## src/hdl/latest_frame_mailbox_assert.svh

```systemverilog
// Assertion macros for the latest-frame mailbox (clock i_clk, sync reset i_rst_n)
`ifndef LATEST_FRAME_MAILBOX_ASSERT_SVH
`define LATEST_FRAME_MAILBOX_ASSERT_SVH
`ifndef NO_ASSERTIONS
// property checked on every clock outside reset
`define LFM_ASSERT(label, prop, msg) \
    label: assert property (@(posedge i_clk) disable iff (!i_rst_n) (prop)) else $error(msg);
// condition that must never be true outside reset
`define LFM_NEVER(label, cond, msg) \
    label: assert property (@(posedge i_clk) disable iff (!i_rst_n) !(cond)) else $error(msg);
`else
`define LFM_ASSERT(label, prop, msg)
`define LFM_NEVER(label, cond, msg)
`endif
`endif

```

## src/hdl/lfm_pkg.sv

```systemverilog
// Shared types and constants for the latest-frame mailbox
package lfm_pkg;

    // Stored frame identifier width and event counter width
    localparam int FRAME_ID_BITS = 16;
    localparam int COUNT_BITS    = 32;

    // Port field widths
    localparam int OPCODE_BITS      = 2;
    localparam int FRAME_FIELD_BITS = 16;
    localparam int COUNT_FIELD_BITS = 32;

    typedef logic [FRAME_ID_BITS-1:0]    t_frame;
    typedef logic [COUNT_BITS-1:0]       t_count;
    typedef logic [FRAME_FIELD_BITS-1:0] t_frame_field;
    typedef logic [COUNT_FIELD_BITS-1:0] t_count_field;

    typedef enum logic [OPCODE_BITS-1:0] {
        OP_OFFER    = 2'd0,
        OP_BEGIN    = 2'd1,
        OP_COMPLETE = 2'd2,
        OP_CANCEL   = 2'd3
    } t_opcode;

    // Output register occupancy
    typedef enum logic {
        CTL_EMPTY,
        CTL_FULL
    } t_ctl_state;

    // Controller to datapath command
    typedef struct packed {
        logic step;
    } t_dp_cmd;

    // Controller status toward the top level
    typedef struct packed {
        logic in_ready;
        logic out_valid;
    } t_ctl_status;

    // One result transaction
    typedef struct packed {
        logic         has_frame;
        t_frame_field frame_out;
        logic         busy_now;
        logic         begun_now;
        logic         waiting_now;
        t_count_field offers_seen;
        t_count_field immediates_seen;
        t_count_field submits_seen;
        t_count_field stores_seen;
        t_count_field replacements_seen;
        t_count_field completions_seen;
    } t_result;

endpackage

```

## src/hdl/lfm_if.sv

```systemverilog
// Valid/ready channel interfaces for the mailbox input and result streams
interface lfm_in_if;
    logic                                 valid;
    logic                                 ready;
    logic [lfm_pkg::OPCODE_BITS-1:0]      opcode;
    logic [lfm_pkg::FRAME_FIELD_BITS-1:0] frame_in;

    modport source (output valid, output opcode, output frame_in, input ready);
    modport sink   (input valid, input opcode, input frame_in, output ready);
endinterface

interface lfm_out_if;
    logic                                 valid;
    logic                                 ready;
    logic                                 has_frame;
    logic [lfm_pkg::FRAME_FIELD_BITS-1:0] frame_out;
    logic                                 busy_now;
    logic                                 begun_now;
    logic                                 waiting_now;
    logic [lfm_pkg::COUNT_FIELD_BITS-1:0] offers_seen;
    logic [lfm_pkg::COUNT_FIELD_BITS-1:0] immediates_seen;
    logic [lfm_pkg::COUNT_FIELD_BITS-1:0] submits_seen;
    logic [lfm_pkg::COUNT_FIELD_BITS-1:0] stores_seen;
    logic [lfm_pkg::COUNT_FIELD_BITS-1:0] replacements_seen;
    logic [lfm_pkg::COUNT_FIELD_BITS-1:0] completions_seen;

    modport source (
        output valid, output has_frame, output frame_out, output busy_now,
        output begun_now, output waiting_now, output offers_seen,
        output immediates_seen, output submits_seen, output stores_seen,
        output replacements_seen, output completions_seen, input ready
    );
    modport sink (
        input valid, input has_frame, input frame_out, input busy_now,
        input begun_now, input waiting_now, input offers_seen,
        input immediates_seen, input submits_seen, input stores_seen,
        input replacements_seen, input completions_seen, output ready
    );
endinterface

```

## src/hdl/lfm_ctrl.sv

```systemverilog
// Handshake controller: tracks the result register and issues step commands
module lfm_ctrl (
    input  logic                 i_clk,
    input  logic                 i_rst_n,
    input  logic                 i_in_valid,
    input  logic                 i_out_ready,
    output lfm_pkg::t_dp_cmd     o_cmd,
    output lfm_pkg::t_ctl_status o_status
);

    lfm_pkg::t_ctl_state r_state;
    lfm_pkg::t_ctl_state n_state;

    // State register
    always_ff @(posedge i_clk) begin
        if (!i_rst_n) begin
            r_state <= lfm_pkg::CTL_EMPTY;
        end else begin
            r_state <= n_state;
        end
    end

    // Accept when the result register is empty or being drained this cycle
    always_comb begin
        n_state            = r_state;
        o_status.in_ready  = 1'b0;
        o_status.out_valid = 1'b0;
        o_cmd.step         = 1'b0;
        unique case (r_state)
            lfm_pkg::CTL_EMPTY: begin
                o_status.in_ready = 1'b1;
                o_cmd.step        = i_in_valid;
                if (i_in_valid) begin
                    n_state = lfm_pkg::CTL_FULL;
                end
            end
            lfm_pkg::CTL_FULL: begin
                o_status.out_valid = 1'b1;
                o_status.in_ready  = i_out_ready;
                o_cmd.step         = i_out_ready && i_in_valid;
                if (i_out_ready && !i_in_valid) begin
                    n_state = lfm_pkg::CTL_EMPTY;
                end
            end
        endcase
    end

endmodule

```

## src/hdl/lfm_datapath.sv

```systemverilog
// Mailbox slots, saturating event counters and returned-frame register
module lfm_datapath (
    input  logic                                 i_clk,
    input  logic                                 i_rst_n,
    input  lfm_pkg::t_dp_cmd                     i_cmd,
    input  logic [lfm_pkg::OPCODE_BITS-1:0]      i_opcode,
    input  logic [lfm_pkg::FRAME_FIELD_BITS-1:0] i_frame_in,
    output lfm_pkg::t_result                     o_result
);

    // Saturating increment
    function automatic lfm_pkg::t_count sat_inc(input lfm_pkg::t_count c);
        return (&c) ? c : c + lfm_pkg::t_count'(1);
    endfunction

    logic                  r_cur_valid, n_cur_valid;
    logic                  r_cur_begun, n_cur_begun;
    logic                  r_wait_valid, n_wait_valid;
    lfm_pkg::t_frame       r_cur_frame, n_cur_frame;
    lfm_pkg::t_frame       r_wait_frame, n_wait_frame;
    lfm_pkg::t_count       r_offers, n_offers;
    lfm_pkg::t_count       r_immediates, n_immediates;
    lfm_pkg::t_count       r_submits, n_submits;
    lfm_pkg::t_count       r_stores, n_stores;
    lfm_pkg::t_count       r_replacements, n_replacements;
    lfm_pkg::t_count       r_completions, n_completions;
    logic                  r_has_frame, n_has_frame;
    lfm_pkg::t_frame_field r_frame_out, n_frame_out;
    lfm_pkg::t_frame       w_frame;

    // Next state for one transaction
    always_comb begin
        w_frame        = lfm_pkg::t_frame'(i_frame_in);
        n_cur_valid    = r_cur_valid;
        n_cur_begun    = r_cur_begun;
        n_wait_valid   = r_wait_valid;
        n_cur_frame    = r_cur_frame;
        n_wait_frame   = r_wait_frame;
        n_offers       = r_offers;
        n_immediates   = r_immediates;
        n_submits      = r_submits;
        n_stores       = r_stores;
        n_replacements = r_replacements;
        n_completions  = r_completions;
        n_has_frame    = 1'b0;
        n_frame_out    = '0;
        unique case (lfm_pkg::t_opcode'(i_opcode))
            lfm_pkg::OP_OFFER: begin
                n_offers = sat_inc(r_offers);
                if (!r_cur_valid) begin
                    n_cur_valid  = 1'b1;
                    n_cur_frame  = w_frame;
                    n_cur_begun  = 1'b0;
                    n_immediates = sat_inc(r_immediates);
                    n_submits    = sat_inc(r_submits);
                end else if (r_wait_valid) begin
                    // latest wins: hand back the older pending frame
                    n_has_frame    = 1'b1;
                    n_frame_out    = lfm_pkg::t_frame_field'(r_wait_frame);
                    n_replacements = sat_inc(r_replacements);
                    n_wait_frame   = w_frame;
                end else begin
                    n_stores     = sat_inc(r_stores);
                    n_wait_valid = 1'b1;
                    n_wait_frame = w_frame;
                end
            end
            lfm_pkg::OP_BEGIN: begin
                if (r_cur_valid && !r_cur_begun) begin
                    n_cur_begun = 1'b1;
                    n_has_frame = 1'b1;
                    n_frame_out = lfm_pkg::t_frame_field'(r_cur_frame);
                end
            end
            lfm_pkg::OP_COMPLETE: begin
                if (r_cur_valid && r_cur_begun) begin
                    // retire and promote the pending frame
                    n_has_frame   = 1'b1;
                    n_frame_out   = lfm_pkg::t_frame_field'(r_cur_frame);
                    n_completions = sat_inc(r_completions);
                    n_cur_begun   = 1'b0;
                    n_cur_valid   = r_wait_valid;
                    n_cur_frame   = r_wait_valid ? r_wait_frame : '0;
                    n_wait_valid  = 1'b0;
                    n_wait_frame  = '0;
                    if (r_wait_valid) begin
                        n_submits = sat_inc(r_submits);
                    end
                end
            end
            lfm_pkg::OP_CANCEL: begin
                if (r_wait_valid) begin
                    n_has_frame = 1'b1;
                    n_frame_out = lfm_pkg::t_frame_field'(r_wait_frame);
                end
                n_wait_valid = 1'b0;
                n_wait_frame = '0;
            end
        endcase
    end

    // Control flags and counters
    always_ff @(posedge i_clk) begin
        if (!i_rst_n) begin
            r_cur_valid    <= 1'b0;
            r_cur_begun    <= 1'b0;
            r_wait_valid   <= 1'b0;
            r_offers       <= '0;
            r_immediates   <= '0;
            r_submits      <= '0;
            r_stores       <= '0;
            r_replacements <= '0;
            r_completions  <= '0;
        end else if (i_cmd.step) begin
            r_cur_valid    <= n_cur_valid;
            r_cur_begun    <= n_cur_begun;
            r_wait_valid   <= n_wait_valid;
            r_offers       <= n_offers;
            r_immediates   <= n_immediates;
            r_submits      <= n_submits;
            r_stores       <= n_stores;
            r_replacements <= n_replacements;
            r_completions  <= n_completions;
        end
    end

    // Frame slots and returned frame
    always_ff @(posedge i_clk) begin
        if (!i_rst_n) begin
            r_cur_frame  <= '0;
            r_wait_frame <= '0;
            r_has_frame  <= 1'b0;
            r_frame_out  <= '0;
        end else if (i_cmd.step) begin
            r_cur_frame  <= n_cur_frame;
            r_wait_frame <= n_wait_frame;
            r_has_frame  <= n_has_frame;
            r_frame_out  <= n_frame_out;
        end
    end

    // Result: state only moves on a step, so it mirrors the last transaction
    always_comb begin
        o_result.has_frame         = r_has_frame;
        o_result.frame_out         = r_frame_out;
        o_result.busy_now          = r_cur_valid;
        o_result.begun_now         = r_cur_begun;
        o_result.waiting_now       = r_wait_valid;
        o_result.offers_seen       = lfm_pkg::t_count_field'(r_offers);
        o_result.immediates_seen   = lfm_pkg::t_count_field'(r_immediates);
        o_result.submits_seen      = lfm_pkg::t_count_field'(r_submits);
        o_result.stores_seen       = lfm_pkg::t_count_field'(r_stores);
        o_result.replacements_seen = lfm_pkg::t_count_field'(r_replacements);
        o_result.completions_seen  = lfm_pkg::t_count_field'(r_completions);
    end

endmodule

```

## src/hdl/latest_frame_mailbox.sv

```systemverilog
// Latest-wins frame mailbox: one in-flight slot, one pending slot
//
// Input channel i_in carries one command per transaction: opcode (offer,
// begin, complete, cancel pending) and frame_in, used by offer only.
// Output channel o_out returns one result per command: the returned frame
// (if any), the slot occupancy after the command and six saturating
// event counters.
// Latency: a result is valid the cycle after its command is accepted.
// Throughput: one command per cycle while the receiver takes results; the
// single result register is the only stage, reloaded in the same cycle it is drained.
// When the receiver stalls, the result holds and i_in.ready drops until
// the result is taken; no command is lost or reordered.
// Reset (synchronous, active low) empties both slots, clears all counters
// and the result register; i_in.ready is high in the first cycle after.
`include "latest_frame_mailbox_assert.svh"

module latest_frame_mailbox (
    input  logic       i_clk,
    input  logic       i_rst_n,
    lfm_in_if.sink     i_in,
    lfm_out_if.source  o_out
);

    lfm_pkg::t_dp_cmd     w_cmd;
    lfm_pkg::t_ctl_status w_status;
    lfm_pkg::t_result     w_result;

    // Handshake control
    lfm_ctrl u_ctrl (
        .i_clk       (i_clk),
        .i_rst_n     (i_rst_n),
        .i_in_valid  (i_in.valid),
        .i_out_ready (o_out.ready),
        .o_cmd       (w_cmd),
        .o_status    (w_status)
    );

    // Slots and counters
    lfm_datapath u_datapath (
        .i_clk      (i_clk),
        .i_rst_n    (i_rst_n),
        .i_cmd      (w_cmd),
        .i_opcode   (i_in.opcode),
        .i_frame_in (i_in.frame_in),
        .o_result   (w_result)
    );

    // Channel wiring
    assign i_in.ready              = w_status.in_ready;
    assign o_out.valid             = w_status.out_valid;
    assign o_out.has_frame         = w_result.has_frame;
    assign o_out.frame_out         = w_result.frame_out;
    assign o_out.busy_now          = w_result.busy_now;
    assign o_out.begun_now         = w_result.begun_now;
    assign o_out.waiting_now       = w_result.waiting_now;
    assign o_out.offers_seen       = w_result.offers_seen;
    assign o_out.immediates_seen   = w_result.immediates_seen;
    assign o_out.submits_seen      = w_result.submits_seen;
    assign o_out.stores_seen       = w_result.stores_seen;
    assign o_out.replacements_seen = w_result.replacements_seen;
    assign o_out.completions_seen  = w_result.completions_seen;

    // Checks
    `LFM_ASSERT(a_accept_gives_result, (i_in.valid && i_in.ready) |=> o_out.valid, "accepted transaction produced no result")
    `LFM_NEVER(a_begun_needs_busy, o_out.valid && o_out.begun_now && !o_out.busy_now, "begun without in-flight frame")
    `LFM_NEVER(a_wait_needs_busy, o_out.valid && o_out.waiting_now && !o_out.busy_now, "pending frame while in-flight slot empty")
    `LFM_ASSERT(a_stall_holds_result, (o_out.valid && !o_out.ready) |=> (o_out.valid && $stable(o_out.frame_out) && $stable(o_out.has_frame)), "stalled result changed")

endmodule

```

## src/flat_wrapper.sv

```systemverilog
// flat-port wrapper written by rule: the top's interface ports become plain ports
module latest_frame_mailbox_flat 
  (i_clk, i_rst_n, i_in_valid, i_in_opcode, i_in_frame_in, i_in_ready, o_out_valid, o_out_has_frame, o_out_frame_out, o_out_busy_now, o_out_begun_now, o_out_waiting_now, o_out_offers_seen, o_out_immediates_seen, o_out_submits_seen, o_out_stores_seen, o_out_replacements_seen, o_out_completions_seen, o_out_ready);
  lfm_in_if i_in_i ();
  lfm_out_if o_out_i ();
  input  logic i_clk;
  input  logic i_rst_n;
  input wire logic [$bits(i_in_i.valid)-1:0] i_in_valid;
  input wire logic [$bits(i_in_i.opcode)-1:0] i_in_opcode;
  input wire logic [$bits(i_in_i.frame_in)-1:0] i_in_frame_in;
  output wire logic [$bits(i_in_i.ready)-1:0] i_in_ready;
  output wire logic [$bits(o_out_i.valid)-1:0] o_out_valid;
  output wire logic [$bits(o_out_i.has_frame)-1:0] o_out_has_frame;
  output wire logic [$bits(o_out_i.frame_out)-1:0] o_out_frame_out;
  output wire logic [$bits(o_out_i.busy_now)-1:0] o_out_busy_now;
  output wire logic [$bits(o_out_i.begun_now)-1:0] o_out_begun_now;
  output wire logic [$bits(o_out_i.waiting_now)-1:0] o_out_waiting_now;
  output wire logic [$bits(o_out_i.offers_seen)-1:0] o_out_offers_seen;
  output wire logic [$bits(o_out_i.immediates_seen)-1:0] o_out_immediates_seen;
  output wire logic [$bits(o_out_i.submits_seen)-1:0] o_out_submits_seen;
  output wire logic [$bits(o_out_i.stores_seen)-1:0] o_out_stores_seen;
  output wire logic [$bits(o_out_i.replacements_seen)-1:0] o_out_replacements_seen;
  output wire logic [$bits(o_out_i.completions_seen)-1:0] o_out_completions_seen;
  input wire logic [$bits(o_out_i.ready)-1:0] o_out_ready;
  assign i_in_i.valid = i_in_valid;
  assign i_in_i.opcode = i_in_opcode;
  assign i_in_i.frame_in = i_in_frame_in;
  assign i_in_ready = i_in_i.ready;
  assign o_out_valid = o_out_i.valid;
  assign o_out_has_frame = o_out_i.has_frame;
  assign o_out_frame_out = o_out_i.frame_out;
  assign o_out_busy_now = o_out_i.busy_now;
  assign o_out_begun_now = o_out_i.begun_now;
  assign o_out_waiting_now = o_out_i.waiting_now;
  assign o_out_offers_seen = o_out_i.offers_seen;
  assign o_out_immediates_seen = o_out_i.immediates_seen;
  assign o_out_submits_seen = o_out_i.submits_seen;
  assign o_out_stores_seen = o_out_i.stores_seen;
  assign o_out_replacements_seen = o_out_i.replacements_seen;
  assign o_out_completions_seen = o_out_i.completions_seen;
  assign o_out_i.ready = o_out_ready;
  latest_frame_mailbox u_core (.i_clk(i_clk), .i_rst_n(i_rst_n), .i_in(i_in_i), .o_out(o_out_i));
endmodule
```

## config.mk

```make
export PLATFORM = sky130hd
export DESIGN_NAME = latest_frame_mailbox_flat
export DESIGN_NICKNAME = d
export VERILOG_FILES = /design/src/hdl/lfm_pkg.sv /design/src/hdl/lfm_if.sv /design/src/hdl/lfm_ctrl.sv /design/src/hdl/lfm_datapath.sv /design/src/hdl/latest_frame_mailbox.sv /design/src/flat_wrapper.sv
export VERILOG_INCLUDE_DIRS = /design/src /design/src/hdl
export SDC_FILE = /design/constraint.sdc
export NUM_CORES = 1
export LEC_CHECK = 0
export CORE_MARGIN = 5
export CORE_UTILIZATION = 45
export CTS_CLUSTER_SIZE = 16
export DETAILED_ROUTE_END_ITERATION = 6
export DONT_BUFFER_PORTS = 1
export SKIP_CTS_REPAIR_TIMING = 1
export SYNTH_ARGS = -nofsm -noshare
export SYNTH_HDL_FRONTEND = slang
export SYNTH_SLANG_ARGS = --single-unit
```

## constraint.sdc

```tcl
create_clock -name i_clk -period 7.74 [get_ports i_clk]
set_input_delay 0.387 -clock i_clk [delete_from_list [all_inputs] [get_ports i_clk]]
set_output_delay 0.387 -clock i_clk [all_outputs]
set_load 0.02 [all_outputs]
```

==> results of run 1 <==
## registers in the layout, indices dropped and copies added, names as in the netlist
name                              cells
u_core.u_datapath.r_cur_frame        16
u_core.u_datapath.r_offers           32
u_core.u_ctrl.r_state                 1
u_core.u_datapath.r_immediates       32
u_core.u_datapath.r_frame_out        16
u_core.u_datapath.r_wait_valid        1
u_core.u_datapath.r_has_frame         1
u_core.u_datapath.r_cur_begun         1
u_core.u_datapath.r_completions      32
u_core.u_datapath.r_wait_frame       16
u_core.u_datapath.r_cur_valid         1
u_core.u_datapath.r_replacements     32
u_core.u_datapath.r_stores           32
u_core.u_datapath.r_submits          32
## synthesized netlist by cell type, types with 4 or more instances
cell	n
sky130_fd_sc_hd__a22oi_1	16
sky130_fd_sc_hd__nor3_1	38
sky130_fd_sc_hd__mux2i_1	23
sky130_fd_sc_hd__xor2_1	7
sky130_fd_sc_hd__nand2b_1	25
sky130_fd_sc_hd__a31o_2	6
sky130_fd_sc_hd__a21oi_1	136
sky130_fd_sc_hd__xnor2_1	16
sky130_fd_sc_hd__o31ai_1	63
sky130_fd_sc_hd__nand4_1	76
sky130_fd_sc_hd__nor2_1	103
sky130_fd_sc_hd__clkbuf_1	85
sky130_fd_sc_hd__o211ai_1	7
sky130_fd_sc_hd__nor2b_1	5
sky130_fd_sc_hd__a311oi_1	20
sky130_fd_sc_hd__or2_2	6
sky130_fd_sc_hd__a221oi_1	16
sky130_fd_sc_hd__and2_1	5
sky130_fd_sc_hd__nor4_1	23
sky130_fd_sc_hd__nand2_1	130
sky130_fd_sc_hd__o21a_1	4
sky130_fd_sc_hd__inv_1	36
sky130_fd_sc_hd__o21ai_0	69
sky130_fd_sc_hd__or4_1	73
sky130_fd_sc_hd__o31a_1	5
sky130_fd_sc_hd__and3_1	19
sky130_fd_sc_hd__or3_1	68
sky130_fd_sc_hd__nand3_1	70
sky130_fd_sc_hd__ha_1	6
sky130_fd_sc_hd__or4b_1	4
sky130_fd_sc_hd__o41ai_1	6
sky130_fd_sc_hd__and4_1	9
sky130_fd_sc_hd__o311ai_0	5
sky130_fd_sc_hd__dfxtp_1	245
## layout make-up
cell class,count,area (sq um)
fillers,2517,12900
well taps,335,419
multi-input cells,1094,6570
repair buffers,21,185
inverters,37,144
clock buffers,42,825
flip-flops and latches,245,4900
clock inverters,7,87.6
## through the flow
| stage | total power, W | hold WS (ns) | instance area [sq um] | worst slack [ns] | cells |
|---|---|---|---|---|---|
| finish | 0.00269 | -0.00181 | 13100 | 4.28 | 1781 |
| global route | 0.00279 | 0.000535 | 13100 | 3.97 | 1781 |
| CTS | 0.00272 | -0.0515 | 13000 | 4.24 | 1770 |
| detailed placement | 0.00139 | 0.492 | 12100 | 4.24 | 1721 |
| global placement | 0.00139 | 0.486 | 12100 | 4.38 | 1721 |
| floorplan | 0.00138 | 0.476 | 11900 | 5.11 | 1467 |
## worst reg2reg max path: cells and delay by family, from the launching register on
family / cells / cell delay, ns
and+or+nand+nor: 4 / 2.29
DFF: 1 / 0.43
buffers and inverters: 1 / 0.46
AOI/OAI and AO/OA: 1 / 0.21
## cell families after synthesis
family | Yosys count | share of synthesized area
simple gates | 670 | 0.306
flops | 245 | 0.411
buf+inv | 128 | 0.0406
fa+ha+maj | 6 | 0.00629
xor+xnor | 23 | 0.0169
compound gates | 372 | 0.200
mux | 23 | 0.0193
## routing by layer
layer / track usage / vias up / wire length, microns
li1: - / 5497 / -
met1: 0.272 / 5363 / 15100
met2: 0.329 / 307 / 15300
met3: 0.0721 / 47 / 3060
met4: 0.0498 / 0 / 712
met5: 0 / - / 0
## power by group through the flow
stage               logic (W)  registers (W)  clock network (W)
finish              0.0000787        0.00129            0.00132
global route        0.0000882        0.00129            0.00141
CTS                 0.0000734        0.00129            0.00136
detailed placement  0.0000732        0.00132                  0
global placement    0.0000720        0.00132                  0
floorplan           0.0000624        0.00132                  0
## final timing paths
check	from	endpoint	slack (ns)
hold / removal	i_rst_n	u_core.u_datapath.r_submits[31]$_SDFFE_PN0P_	-0.002
hold reg to reg	u_core.u_datapath.r_cur_frame[10]$_SDFFE_PN0P_	u_core.u_datapath.r_cur_frame[10]$_SDFFE_PN0P_	0.50
setup reg to reg	u_core.u_ctrl.r_state$_SDFF_PN0_	u_core.u_datapath.r_wait_frame[9]$_SDFFE_PN0P_	4.28
setup / recovery	u_core.u_ctrl.r_state$_SDFF_PN0_	u_core.u_datapath.r_wait_frame[9]$_SDFFE_PN0P_	4.28
==> report_table.html, run 1 <==
<table>
<tr><th>Metric</th><th>Value</th></tr>
<tr><th colspan="2">Run status</th></tr>
<tr><td>Result of the run</td><td>complete, but fails checks</td></tr>
<tr><td>Violations in the final reports</td><td>hold timing</td></tr>
<tr><th colspan="2">Global route</th></tr>
<tr><td>Global route overflow</td><td>0</td></tr>
<tr><td>Global-route usage over all layers</td><td>0.207</td></tr>
<tr><td>Via count of the first global-routing pass</td><td>9885</td></tr>
<tr><td>Wire length of the first global-routing pass</td><td>53800 microns</td></tr>
<tr><td>Initial antenna violation count</td><td>0</td></tr>
<tr><td>Pin count of the biggest net entering global routing</td><td>119</td></tr>
<tr><th colspan="2">Critical path</th></tr>
<tr><td>Largest driver fanout on the critical path</td><td>22</td></tr>
<tr><td>Logic depth of the worst path, buffers included</td><td>6</td></tr>
<tr><td>Count of cells along the worst register-to-register path</td><td>6</td></tr>
<tr><td>CP startpoint kind</td><td>register</td></tr>
<tr><td>Kind of critical path</td><td>reg -&gt; reg</td></tr>
<tr><td>Buffers &amp; Inverters on Critical Path</td><td>1</td></tr>
<tr><td>Slowest cell on crit path</td><td>sky130_fd_sc_hd__nand2_1</td></tr>
<tr><td>Element type at the critical path end</td><td>register</td></tr>
<tr><td>Cell-by-cell trace of the critical path</td><td>nor2b_1 &gt; inv_1 &gt; nand2_1 &gt; or3_1 &gt; a22oi_1 &gt; nor2_1</td></tr>
<tr><td>Worst endpoint required time</td><td>8.20 ns</td></tr>
<tr><td>Largest delay contributor family on the critical path</td><td>simple AND/OR/NAND/NOR gates</td></tr>
<tr><td>CP Data Arrival Time</td><td>3.93 ns</td></tr>
<tr><td>Biggest cell delay along the critical path</td><td>0.82 ns</td></tr>
<tr><th colspan="2">Finish</th></tr>
<tr><td>Layout-stage area growth over the synthesis result</td><td>10.1%</td></tr>
<tr><td>Layout net count</td><td>1455</td></tr>
<tr><td>Final cell utilization of the core</td><td>0.504</td></tr>
<tr><td>Share of cells above drive strength 1</td><td>0.0533</td></tr>
<tr><td>Most frequent cells in the layout</td><td>sky130_fd_sc_hd__dfxtp_1 (245), sky130_fd_sc_hd__a21oi_1 (136), sky130_fd_sc_hd__nand2_1 (130)</td></tr>
<tr><td>Diode insertion count for antenna repair</td><td>0</td></tr>
<tr><td>Most common cell after layout, fill and taps aside</td><td>sky130_fd_sc_hd__dfxtp_1</td></tr>
<tr><th colspan="2">Die</th></tr>
<tr><td>Number of core rows</td><td>59</td></tr>
<tr><td>Die span in y</td><td>173 microns</td></tr>
<tr><td>Area of the core</td><td>26100 sq um</td></tr>
<tr><td>Number of I/O pins</td><td>236</td></tr>
<tr><td>Starting Density</td><td>0.458</td></tr>
<tr><td>Die outline area</td><td>29900 sq um</td></tr>
<tr><td>Die Width</td><td>173 microns</td></tr>
<tr><th colspan="2">Clocking</th></tr>
<tr><td>CTS Root Buffer Type</td><td>sky130_fd_sc_hd__clkbuf_16</td></tr>
<tr><td>Maximum level of the CTS H-tree</td><td>1</td></tr>
<tr><td>Clock tree from TritonCTS</td><td>done</td></tr>
<tr><td>Worst-Skew Late Latency</td><td>0.54 ns</td></tr>
<tr><td>Clock slew at reported path FFs</td><td>0.06 ns</td></tr>
<tr><td>Cts bufs inserted</td><td>28</td></tr>
<tr><td>Clock sink count</td><td>245</td></tr>
<tr><td>Worst-case clock buffer depth</td><td>3</td></tr>
<tr><th colspan="2">Routing</th></tr>
<tr><td>Number of iterations in the first detailed-routing pass</td><td>5</td></tr>
<tr><td>Via count</td><td>11200</td></tr>
<tr><td>Wire length reported by the detailed router</td><td>34200 microns</td></tr>
<tr><td>Ratio of routed vias to standard cells</td><td>6.30</td></tr>
<tr><td>DRT antenna net count</td><td>0</td></tr>
<tr><td>Count of routing violations after the opening detailed-route iteration</td><td>705</td></tr>
<tr><td>Residual DRC</td><td>0</td></tr>
<tr><td>Routed WL per cell</td><td>19.2 microns</td></tr>
<tr><th colspan="2">Job</th></tr>
<tr><td># Max-Cap Violations</td><td>0</td></tr>
<tr><th colspan="2">Power and ir drop</th></tr>
<tr><td>Maximum VDD drop</td><td>0.198 mV</td></tr>
<tr><td>Leakage dissipation</td><td>3.77 nW</td></tr>
<tr><td>Combinational Power Share</td><td>0.029</td></tr>
<tr><td>Share of total power in sequential cells</td><td>0.480</td></tr>
<tr><td>Int Pwr</td><td>0.00209 W</td></tr>
<tr><td>Clock share of power</td><td>0.491</td></tr>
<tr><td>Switching power summed over all nets</td><td>0.000597 W</td></tr>
<tr><td>Net switching fraction of the power</td><td>0.222</td></tr>
<tr><td>Power density over the cells</td><td>205 nW/um^2</td></tr>
<tr><th colspan="2">STA</th></tr>
<tr><td>Worst slew pin tran</td><td>1.32 ns</td></tr>
<tr><td>Layout Skew</td><td>0.0144 ns</td></tr>
<tr><td>Final Cycle Share</td><td>0.447</td></tr>
<tr><td>Setup total negative slack</td><td>0 ns</td></tr>
<tr><td>Final setup viols</td><td>0</td></tr>
<tr><td>Time the worst path needs with I/O delays and setup</td><td>3.46 ns</td></tr>
<tr><td>Max transition margin</td><td>0.111</td></tr>
<tr><td>Unrepaired setup endpoints after global routing</td><td>false</td></tr>
<tr><td>Worst hold slack across all endpoints</td><td>-0.00181 ns</td></tr>
<tr><td>Max Clock Freq</td><td>0.289 GHz</td></tr>
<tr><td>Final hold violation count</td><td>3</td></tr>
<tr><td>Number of max-slew violations in the final report</td><td>0</td></tr>
<tr><th colspan="2">Placement</th></tr>
<tr><td>PortBufs</td><td>0</td></tr>
<tr><td>GPL Wtd Cong</td><td>0.825</td></tr>
<tr><td>HPWL after DPL</td><td>22700 microns</td></tr>
<tr><th colspan="2">Logic synthesis</th></tr>
<tr><td>Sequential share of the synthesized area</td><td>0.411</td></tr>
<tr><td>Most used flip-flop cell after synthesis</td><td>sky130_fd_sc_hd__dfxtp_1</td></tr>
<tr><td>Mean Syn Cell Area</td><td>8.13 sq um</td></tr>
<tr><td>Cells after Synth</td><td>1467</td></tr>
<tr><td>Post-synthesis cell type with the largest combined area</td><td>sky130_fd_sc_hd__dfxtp_1</td></tr>
<tr><td>Number of flip-flops and latches in the synthesized netlist</td><td>245</td></tr>
<tr><td>Synth area leaders</td><td>sky130_fd_sc_hd__dfxtp_1 (41%), sky130_fd_sc_hd__a21oi_1 (5.7%), sky130_fd_sc_hd__or4_1 (4.6%), sky130_fd_sc_hd__nand2_1 (4.1%), sky130_fd_sc_hd__nand4_1 (4.0%)</td></tr>
<tr><td>Fraction of registers with async set/reset</td><td>0</td></tr>
<tr><td>Post-synth design cell area</td><td>11900 sq um</td></tr>
<tr><td>Count of flip-flops with a built-in enable after synthesis</td><td>0</td></tr>
<tr><td>Unique cell type count in the Yosys netlist</td><td>59</td></tr>
<tr><td>Synthesis warning total</td><td>0</td></tr>
<tr><td>Syn Nets</td><td>1495</td></tr>
<tr><td>Share of Yosys cell area claimed by the top area cell type</td><td>0.411</td></tr>
<tr><th colspan="2">Hold path</th></tr>
<tr><td>Hold crit path type</td><td>in -&gt; reg</td></tr>
<tr><td>Cell depth of the worst hold path</td><td>2</td></tr>
</table>
Note: power is estimated with default switching activity, not from simulation.
==> run 2: changes to the inputs <==
==> constraint.sdc (replaced) <==
create_clock -name i_clk -period 3.1 [get_ports i_clk]
set_input_delay 0.155 -clock i_clk [delete_from_list [all_inputs] [get_ports i_clk]]
set_output_delay 0.155 -clock i_clk [all_outputs]
set_load 0.02 [all_outputs]
==> run 2 against run 1 <==
- the flow still finishes with violations (hold timing)
- die area unchanged
- hold slack got worse by 0.025 ns
- critical path depth unchanged
- setup slack got worse by 3.9 ns
- routed wire length increased by 1.5%
- critical path type unchanged
- largest cell class unchanged
==> report_table.html, run 2 (synthesis results as in run 1) <==
<table>
<tr><th>Metric</th><th>Value</th></tr>
<tr><th colspan="2">Run status</th></tr>
<tr><td>Result of the run</td><td>complete, but fails checks</td></tr>
<tr><td>Violations in the final reports</td><td>hold timing</td></tr>
<tr><th colspan="2">Die</th></tr>
<tr><td>Number of I/O pins</td><td>236</td></tr>
<tr><td>Starting Density</td><td>0.458</td></tr>
<tr><td>Die Width</td><td>173 microns</td></tr>
<tr><td>Area of the core</td><td>26100 sq um</td></tr>
<tr><td>Die outline area</td><td>29900 sq um</td></tr>
<tr><td>Die span in y</td><td>173 microns</td></tr>
<tr><td>Number of core rows</td><td>59</td></tr>
<tr><th colspan="2">Routing</th></tr>
<tr><td>Wire length reported by the detailed router</td><td>34700 microns</td></tr>
<tr><td>Number of iterations in the first detailed-routing pass</td><td>5</td></tr>
<tr><td>Residual DRC</td><td>0</td></tr>
<tr><td>Routed WL per cell</td><td>18.7 microns</td></tr>
<tr><td>Via count</td><td>11500</td></tr>
<tr><td>Count of routing violations after the opening detailed-route iteration</td><td>601</td></tr>
<tr><td>DRT antenna net count</td><td>0</td></tr>
<tr><td>Ratio of routed vias to standard cells</td><td>6.19</td></tr>
<tr><th colspan="2">Placement</th></tr>
<tr><td>HPWL after DPL</td><td>23300 microns</td></tr>
<tr><td>GPL Wtd Cong</td><td>0.812</td></tr>
<tr><td>Number of cells after detailed placement</td><td>1785</td></tr>
<tr><td>PortBufs</td><td>0</td></tr>
<tr><td>Place WS</td><td>0.358 ns</td></tr>
<tr><th colspan="2">Critical path</th></tr>
<tr><td>Buffers &amp; Inverters on Critical Path</td><td>1</td></tr>
<tr><td>Element type at the critical path end</td><td>register</td></tr>
<tr><td>Worst endpoint required time</td><td>3.55 ns</td></tr>
<tr><td>Biggest cell delay along the critical path</td><td>0.77 ns</td></tr>
<tr><td>CP Data Arrival Time</td><td>3.20 ns</td></tr>
<tr><td>Kind of critical path</td><td>reg -&gt; reg</td></tr>
<tr><td>Logic depth of the worst path, buffers included</td><td>6</td></tr>
<tr><td>CP startpoint kind</td><td>register</td></tr>
<tr><td>Largest delay contributor family on the critical path</td><td>simple AND/OR/NAND/NOR gates</td></tr>
<tr><td>Largest driver fanout on the critical path</td><td>13</td></tr>
<tr><td>Count of cells along the worst register-to-register path</td><td>6</td></tr>
<tr><td>Slowest cell on crit path</td><td>sky130_fd_sc_hd__or4b_1</td></tr>
<tr><td>Cell-by-cell trace of the critical path</td><td>nor2b_1 &gt; inv_1 &gt; nand4_1 &gt; or4b_1 &gt; or3_1 &gt; a21oi_1</td></tr>
<tr><th colspan="2">Hold path</th></tr>
<tr><td>Cell depth of the worst hold path</td><td>3</td></tr>
<tr><td>Hold crit path type</td><td>in -&gt; reg</td></tr>
<tr><th colspan="2">Finish</th></tr>
<tr><td>Share of cells above drive strength 1</td><td>0.0920</td></tr>
<tr><td>Diode insertion count for antenna repair</td><td>0</td></tr>
<tr><td>Fin cells</td><td>1856</td></tr>
<tr><td>Layout-stage area growth over the synthesis result</td><td>15.0%</td></tr>
<tr><td>Layout net count</td><td>1528</td></tr>
<tr><td>Final cell utilization of the core</td><td>0.526</td></tr>
<tr><td>Most common cell after layout, fill and taps aside</td><td>sky130_fd_sc_hd__dfxtp_1</td></tr>
<tr><td>Most frequent cells in the layout</td><td>sky130_fd_sc_hd__dfxtp_1 (245), sky130_fd_sc_hd__a21oi_1 (136), sky130_fd_sc_hd__nand2_1 (130)</td></tr>
<tr><th colspan="2">Power and ir drop</th></tr>
<tr><td>Leakage dissipation</td><td>4.15 nW</td></tr>
<tr><td>Maximum VDD drop</td><td>0.522 mV</td></tr>
<tr><td>Power density over the cells</td><td>492 nW/um^2</td></tr>
<tr><th colspan="2">STA</th></tr>
<tr><td>Layout Skew</td><td>0.00898 ns</td></tr>
<tr><td>Setup total negative slack</td><td>0 ns</td></tr>
<tr><td>Worst slew pin tran</td><td>1.05 ns</td></tr>
<tr><td>Max transition margin</td><td>0.300</td></tr>
<tr><td>Unrepaired setup endpoints after global routing</td><td>false</td></tr>
<tr><td>Number of max-slew violations in the final report</td><td>0</td></tr>
<tr><td>Worst hold slack across all endpoints</td><td>-0.0270 ns</td></tr>
<tr><td>Max Clock Freq</td><td>0.364 GHz</td></tr>
<tr><td>Time the worst path needs with I/O delays and setup</td><td>2.75 ns</td></tr>
<tr><td>Final setup viols</td><td>0</td></tr>
<tr><td>Final Cycle Share</td><td>0.886</td></tr>
<tr><td>Worst path setup slack after routing</td><td>0.353 ns</td></tr>
<tr><td>Final hold violation count</td><td>3</td></tr>
<tr><th colspan="2">Clocking</th></tr>
<tr><td>Clock slew at reported path FFs</td><td>0.06 ns</td></tr>
<tr><td>Cts bufs inserted</td><td>28</td></tr>
<tr><td>CTS Root Buffer Type</td><td>sky130_fd_sc_hd__clkbuf_16</td></tr>
<tr><td>Worst-case clock buffer depth</td><td>3</td></tr>
<tr><td>Worst-Skew Late Latency</td><td>0.54 ns</td></tr>
<tr><td>Clock sink count</td><td>245</td></tr>
<tr><td>Maximum level of the CTS H-tree</td><td>1</td></tr>
<tr><td>Clock tree from TritonCTS</td><td>done</td></tr>
<tr><th colspan="2">Global route</th></tr>
<tr><td>Wire length of the first global-routing pass</td><td>54800 microns</td></tr>
<tr><td>Via count of the first global-routing pass</td><td>10100</td></tr>
<tr><td>Met3 usage</td><td>0.0721</td></tr>
<tr><td>Met1 Resource Use GR</td><td>0.277</td></tr>
<tr><td>Pin count of the biggest net entering global routing</td><td>131</td></tr>
<tr><td>Global-route usage over all layers</td><td>0.212</td></tr>
<tr><td>Global route hottest layer</td><td>met2</td></tr>
<tr><td>Global route overflow</td><td>0</td></tr>
<tr><td>Met2 global-route usage</td><td>0.343</td></tr>
<tr><td>Initial antenna violation count</td><td>0</td></tr>
<tr><th colspan="2">Job</th></tr>
<tr><td># Max-Cap Violations</td><td>0</td></tr>
</table>
==> run 2: report_power, final <==
part | switching [W] | internal (W)
clock network | 0.00132 | 0.00197
registers | 0.0000384 | 0.00318
logic | 0.000163 | 0.0000815
total | 0.00152 | 0.00523
==> run 2: metrics by stage <==
stage	cell area [sq um]	power, W
after floorplan	11900	0.00344
after detailed placement	12600	0.00349
after CTS	13500	0.00679
after global routing	13700	0.00700
final	13700	0.00675
after global placement	12600	0.00349
==> run 2: metal layers <==
layer / vias up / part of all wire
met1: 5464 / 0.44
met3: 55 / 0.087
met4: 0 / 0.021
li1: 5661 / -
met2: 310 / 0.45
met5: - / 0
==> run 2: path summary, 6_finish.rpt <==
check	start	endpoint	slack, ns
max	u_core.u_ctrl.r_state$_SDFF_PN0_	u_core.u_datapath.r_replacements[28]$_SDFFE_PN0P_	0.35
min	i_in_opcode[1]	u_core.u_datapath.r_cur_begun$_SDFFE_PN0P_	-0.03
max reg2reg	u_core.u_ctrl.r_state$_SDFF_PN0_	u_core.u_datapath.r_replacements[28]$_SDFFE_PN0P_	0.35
min reg2reg	u_core.u_datapath.r_cur_frame[15]$_SDFFE_PN0P_	u_core.u_datapath.r_cur_frame[15]$_SDFFE_PN0P_	0.50
==> run 2: final cells by class <==
class | instances | area, sq um
inverter | 37 | 144
clock inverter | 7 | 85.1
sequential | 245 | 4900
timing repair buffer | 94 | 773
multi-input combinational | 1094 | 6570
clock buffer | 44 | 822
fill | 2537 | 12300
tap | 335 | 419
==> run 2: worst register-to-register path, stage by stage, from the launching register on <==
cell and delay (ns):
sky130_fd_sc_hd__dfxtp_1 0.37, sky130_fd_sc_hd__nor2b_1 0.23, sky130_fd_sc_hd__inv_1 0.41, sky130_fd_sc_hd__nand4_1 0.33
sky130_fd_sc_hd__or4b_1 0.77, sky130_fd_sc_hd__or3_1 0.41, sky130_fd_sc_hd__a21oi_1 0.15
==> run 3: changes to the inputs <==
--- a/config.mk
+++ b/config.mk
@@ -8,9 +8,11 @@
 export LEC_CHECK = 0
 export CORE_MARGIN = 5
 export CORE_UTILIZATION = 45
+export CTS_BUF_LIST = sky130_fd_sc_hd__clkbuf_8 sky130_fd_sc_hd__clkbuf_16
 export CTS_CLUSTER_SIZE = 16
 export DETAILED_ROUTE_END_ITERATION = 6
 export DONT_BUFFER_PORTS = 1
+export HOLD_SLACK_MARGIN = 0.02
 export SKIP_CTS_REPAIR_TIMING = 1
 export SYNTH_ARGS = -nofsm -noshare
 export SYNTH_HDL_FRONTEND = slang
==> run 3 against run 2 <==
- the run still ends with hold timing left
- register-to-register slack worse by 0.02 ns
- total power fell by 0.45%
- via count barely moved
- critical path depth stayed put
- first-iteration DRC count grew 7.5%
- final area hardly changed
- clock power barely moved
- non-clock buffer count is 1 higher
- core utilization barely moved
- global-route usage about the same
- setup slack got worse by 0.017 ns
- critical path type unchanged
- highest routed layer unchanged
==> report_table.html, run 3 (synthesis results as in run 1) <==
<table>
<tr><th>Metric</th><th>Value</th></tr>
<tr><th colspan="2">STA</th></tr>
<tr><td>Final setup viols</td><td>0</td></tr>
<tr><td>Layout Skew</td><td>0.0113 ns</td></tr>
<tr><td>Setup total negative slack</td><td>0 ns</td></tr>
<tr><td>Unrepaired setup endpoints after global routing</td><td>false</td></tr>
<tr><td>Number of max-slew violations in the final report</td><td>0</td></tr>
<tr><td>Final hold violation count</td><td>2</td></tr>
<tr><td>Max transition margin</td><td>0.292</td></tr>
<tr><td>Final Cycle Share</td><td>0.891</td></tr>
<tr><td>Worst hold slack across all endpoints</td><td>-0.0287 ns</td></tr>
<tr><td>Max Clock Freq</td><td>0.362 GHz</td></tr>
<tr><td>Time the worst path needs with I/O delays and setup</td><td>2.76 ns</td></tr>
<tr><td>Worst slew pin tran</td><td>1.06 ns</td></tr>
<tr><td>Worst path setup slack after routing</td><td>0.336 ns</td></tr>
<tr><th colspan="2">Routing</th></tr>
<tr><td>Ratio of routed vias to standard cells</td><td>6.19</td></tr>
<tr><td>Number of iterations in the first detailed-routing pass</td><td>5</td></tr>
<tr><td>Met2 routed WL</td><td>15800 microns</td></tr>
<tr><td>Wire length reported by the detailed router</td><td>34800 microns</td></tr>
<tr><td>Routed WL per cell</td><td>18.8 microns</td></tr>
<tr><td>Routed metal-1 wire length</td><td>15300 microns</td></tr>
<tr><td>Count of routing violations after the opening detailed-route iteration</td><td>646</td></tr>
<tr><td>Detailed-routed wire length on met3</td><td>3070 microns</td></tr>
<tr><td>Top routing layer in use</td><td>met4</td></tr>
<tr><td>DRT antenna net count</td><td>0</td></tr>
<tr><td>Via count</td><td>11500</td></tr>
<tr><td>Residual DRC</td><td>0</td></tr>
<tr><th colspan="2">Power and ir drop</th></tr>
<tr><td>Switching power summed over all nets</td><td>0.00153 W</td></tr>
<tr><td>Clock share of power</td><td>0.485</td></tr>
<tr><td>Net switching fraction of the power</td><td>0.227</td></tr>
<tr><td>Power, Total</td><td>0.00672 W</td></tr>
<tr><td>Int Pwr</td><td>0.00520 W</td></tr>
<tr><td>Power density over the cells</td><td>490 nW/um^2</td></tr>
<tr><td>Share of total power in sequential cells</td><td>0.478</td></tr>
<tr><td>Maximum VDD drop</td><td>0.522 mV</td></tr>
<tr><td>Combinational Power Share</td><td>0.037</td></tr>
<tr><td>Leakage dissipation</td><td>4.20 nW</td></tr>
<tr><th colspan="2">Placement</th></tr>
<tr><td>Place WS</td><td>0.358 ns</td></tr>
<tr><td>GPL Wtd Cong</td><td>0.812</td></tr>
<tr><td>HPWL after DPL</td><td>23300 microns</td></tr>
<tr><td>PortBufs</td><td>0</td></tr>
<tr><th colspan="2">Finish</th></tr>
<tr><td>Diode insertion count for antenna repair</td><td>0</td></tr>
<tr><td>Most common cell after layout, fill and taps aside</td><td>sky130_fd_sc_hd__dfxtp_1</td></tr>
<tr><td>Layout-stage area growth over the synthesis result</td><td>15.1%</td></tr>
<tr><td>Most frequent cells in the layout</td><td>sky130_fd_sc_hd__dfxtp_1 (245), sky130_fd_sc_hd__a21oi_1 (136), sky130_fd_sc_hd__nand2_1 (130)</td></tr>
<tr><td>Count of filler cells inserted in the layout</td><td>2534</td></tr>
<tr><td>Share of cells above drive strength 1</td><td>0.0920</td></tr>
<tr><td>Layout net count</td><td>1529</td></tr>
<tr><th colspan="2">Run status</th></tr>
<tr><td>Violations in the final reports</td><td>hold timing</td></tr>
<tr><td>Result of the run</td><td>complete, but fails checks</td></tr>
<tr><th colspan="2">Clocking</th></tr>
<tr><td>Worst-case clock buffer depth</td><td>3</td></tr>
<tr><td>Clock slew at reported path FFs</td><td>0.06 ns</td></tr>
<tr><td>CTS Root Buffer Type</td><td>sky130_fd_sc_hd__clkbuf_16</td></tr>
<tr><td>Clock tree from TritonCTS</td><td>done</td></tr>
<tr><td>Cts bufs inserted</td><td>28</td></tr>
<tr><td>Clock sink count</td><td>245</td></tr>
<tr><td>Maximum level of the CTS H-tree</td><td>1</td></tr>
<tr><td>Worst-Skew Late Latency</td><td>0.54 ns</td></tr>
<tr><th colspan="2">Die</th></tr>
<tr><td>Die span in y</td><td>173 microns</td></tr>
<tr><td>Die Width</td><td>173 microns</td></tr>
<tr><td>Number of I/O pins</td><td>236</td></tr>
<tr><td>Number of core rows</td><td>59</td></tr>
<tr><td>Area of the core</td><td>26100 sq um</td></tr>
<tr><td>Die outline area</td><td>29900 sq um</td></tr>
<tr><td>Starting Density</td><td>0.458</td></tr>
<tr><th colspan="2">Critical path</th></tr>
<tr><td>CP startpoint kind</td><td>register</td></tr>
<tr><td>Slowest cell on crit path</td><td>sky130_fd_sc_hd__or4b_1</td></tr>
<tr><td>Worst flop-to-flop path startpoint</td><td>u_core.u_ctrl.r_state$_SDFF_PN0_</td></tr>
<tr><td>Biggest cell delay along the critical path</td><td>0.77 ns</td></tr>
<tr><td>Minimum setup slack among reg-to-reg paths</td><td>0.34 ns</td></tr>
<tr><td>CP Data Arrival Time</td><td>3.21 ns</td></tr>
<tr><td>Count of cells along the worst register-to-register path</td><td>6</td></tr>
<tr><td>Largest driver fanout on the critical path</td><td>13</td></tr>
<tr><td>Buffers &amp; Inverters on Critical Path</td><td>1</td></tr>
<tr><td>Reg-to-reg critical path endpoint</td><td>u_core.u_datapath.r_replacements[28]$_SDFFE_PN0P_</td></tr>
<tr><td>Largest delay contributor family on the critical path</td><td>simple AND/OR/NAND/NOR gates</td></tr>
<tr><td>Kind of critical path</td><td>reg -&gt; reg</td></tr>
<tr><td>Cell-by-cell trace of the critical path</td><td>nor2b_1 &gt; inv_1 &gt; nand4_1 &gt; or4b_1 &gt; or3_1 &gt; a21oi_1</td></tr>
<tr><td>Worst endpoint required time</td><td>3.55 ns</td></tr>
<tr><td>Logic depth of the worst path, buffers included</td><td>6</td></tr>
<tr><td>Element type at the critical path end</td><td>register</td></tr>
<tr><th colspan="2">Hold path</th></tr>
<tr><td>Cell depth of the worst hold path</td><td>3</td></tr>
<tr><td>End point of the most critical hold path</td><td>u_core.u_datapath.r_cur_begun$_SDFFE_PN0P_</td></tr>
<tr><td>Hold crit path type</td><td>in -&gt; reg</td></tr>
<tr><td>Beginning of the worst hold path</td><td>i_in_opcode[1]</td></tr>
<tr><th colspan="2">Global route</th></tr>
<tr><td>Wire length of the first global-routing pass</td><td>54800 microns</td></tr>
<tr><td>Initial antenna violation count</td><td>1</td></tr>
<tr><td>Via count of the first global-routing pass</td><td>10100</td></tr>
<tr><td>Pin count of the biggest net entering global routing</td><td>131</td></tr>
<tr><td>Global route overflow</td><td>0</td></tr>
<tr><td>Global-route usage over all layers</td><td>0.212</td></tr>
<tr><th colspan="2">Job</th></tr>
<tr><td># Max-Cap Violations</td><td>0</td></tr>
</table>
run 3: cell count changes in the layout (fill, tap and decap cells not counted), sizes merged:
cell	change
dlygate4sd3	+1
clkbuf	-11
inv	+11
run 3: area by class of cell:
class / instances / area [sq um] / area share
Timing Repair Buffer: 95 / 783 / 0.0571
Clock buffer: 33 / 781 / 0.0569
Tap cell: 335 / 419 / 0.0305
Inverter: 37 / 144 / 0.0105
Clock inverter: 18 / 126 / 0.00921
Multi-Input combinational cell: 1094 / 6570 / 0.478
Sequential cell: 245 / 4900 / 0.357
run 3: power by group through the flow:
stage / combinational (W) / clock [W] / sequential (W)
3_5_place_dp: 0.000204 / 0 / 0.00329
3_3_place_gp: 0.000202 / 0 / 0.00329
4_1_cts: 0.000204 / 0.00333 / 0.00322
5_1_grt: 0.000274 / 0.00348 / 0.00322
2_1_floorplan: 0.000156 / 0 / 0.00328
6_report: 0.000247 / 0.00326 / 0.00322
run 3: worst max path at each step:
stage | startpoint | slack (ns) | endpoint
3_5_place_dp | u_core.u_ctrl.r_state$_SDFF_PN0_ | 0.36 | u_core.u_datapath.r_replacements[26]$_SDFFE_PN0P_
3_3_place_gp | u_core.u_ctrl.r_state$_SDFF_PN0_ | 0.43 | u_core.u_datapath.r_replacements[24]$_SDFFE_PN0P_
2_1_floorplan | u_core.u_datapath.r_cur_valid$_SDFFE_PN0P_ | 0.47 | u_core.u_datapath.r_stores[20]$_SDFFE_PN0P_
6_report | u_core.u_ctrl.r_state$_SDFF_PN0_ | 0.34 | u_core.u_datapath.r_replacements[28]$_SDFFE_PN0P_
4_1_cts | u_core.u_ctrl.r_state$_SDFF_PN0_ | 0.34 | u_core.u_datapath.r_replacements[28]$_SDFFE_PN0P_
5_1_grt | u_core.u_datapath.r_immediates[9]$_SDFFE_PN0P_ | 0.22 | u_core.u_datapath.r_immediates[29]$_SDFFE_PN0P_
run 3: tightest hold or removal path, stage by stage:
cell	delay (ns)
sky130_fd_sc_hd__nor2b_1	0.11
sky130_fd_sc_hd__o31ai_1	0.07
sky130_fd_sc_hd__a21oi_1	0.13
run 3: metal layers:
layer,up-vias,track usage
met5,-,0
met4,0,0.0459
met3,51,0.0721
met2,323,0.343
met1,5470,0.277
li1,5657,-
run 3: stage by stage:
stage	hold slack [ns]	cell area, sq um	instances	utilization
finish	-0.0287	13700	1857	0.527
global route	0.0301	13700	1857	0.527
CTS	-0.272	13500	1836	0.518
detailed placement	0.287	12600	1785	0.483
global placement	0.286	12600	1785	0.483
floorplan	0.303	11900	1467	-
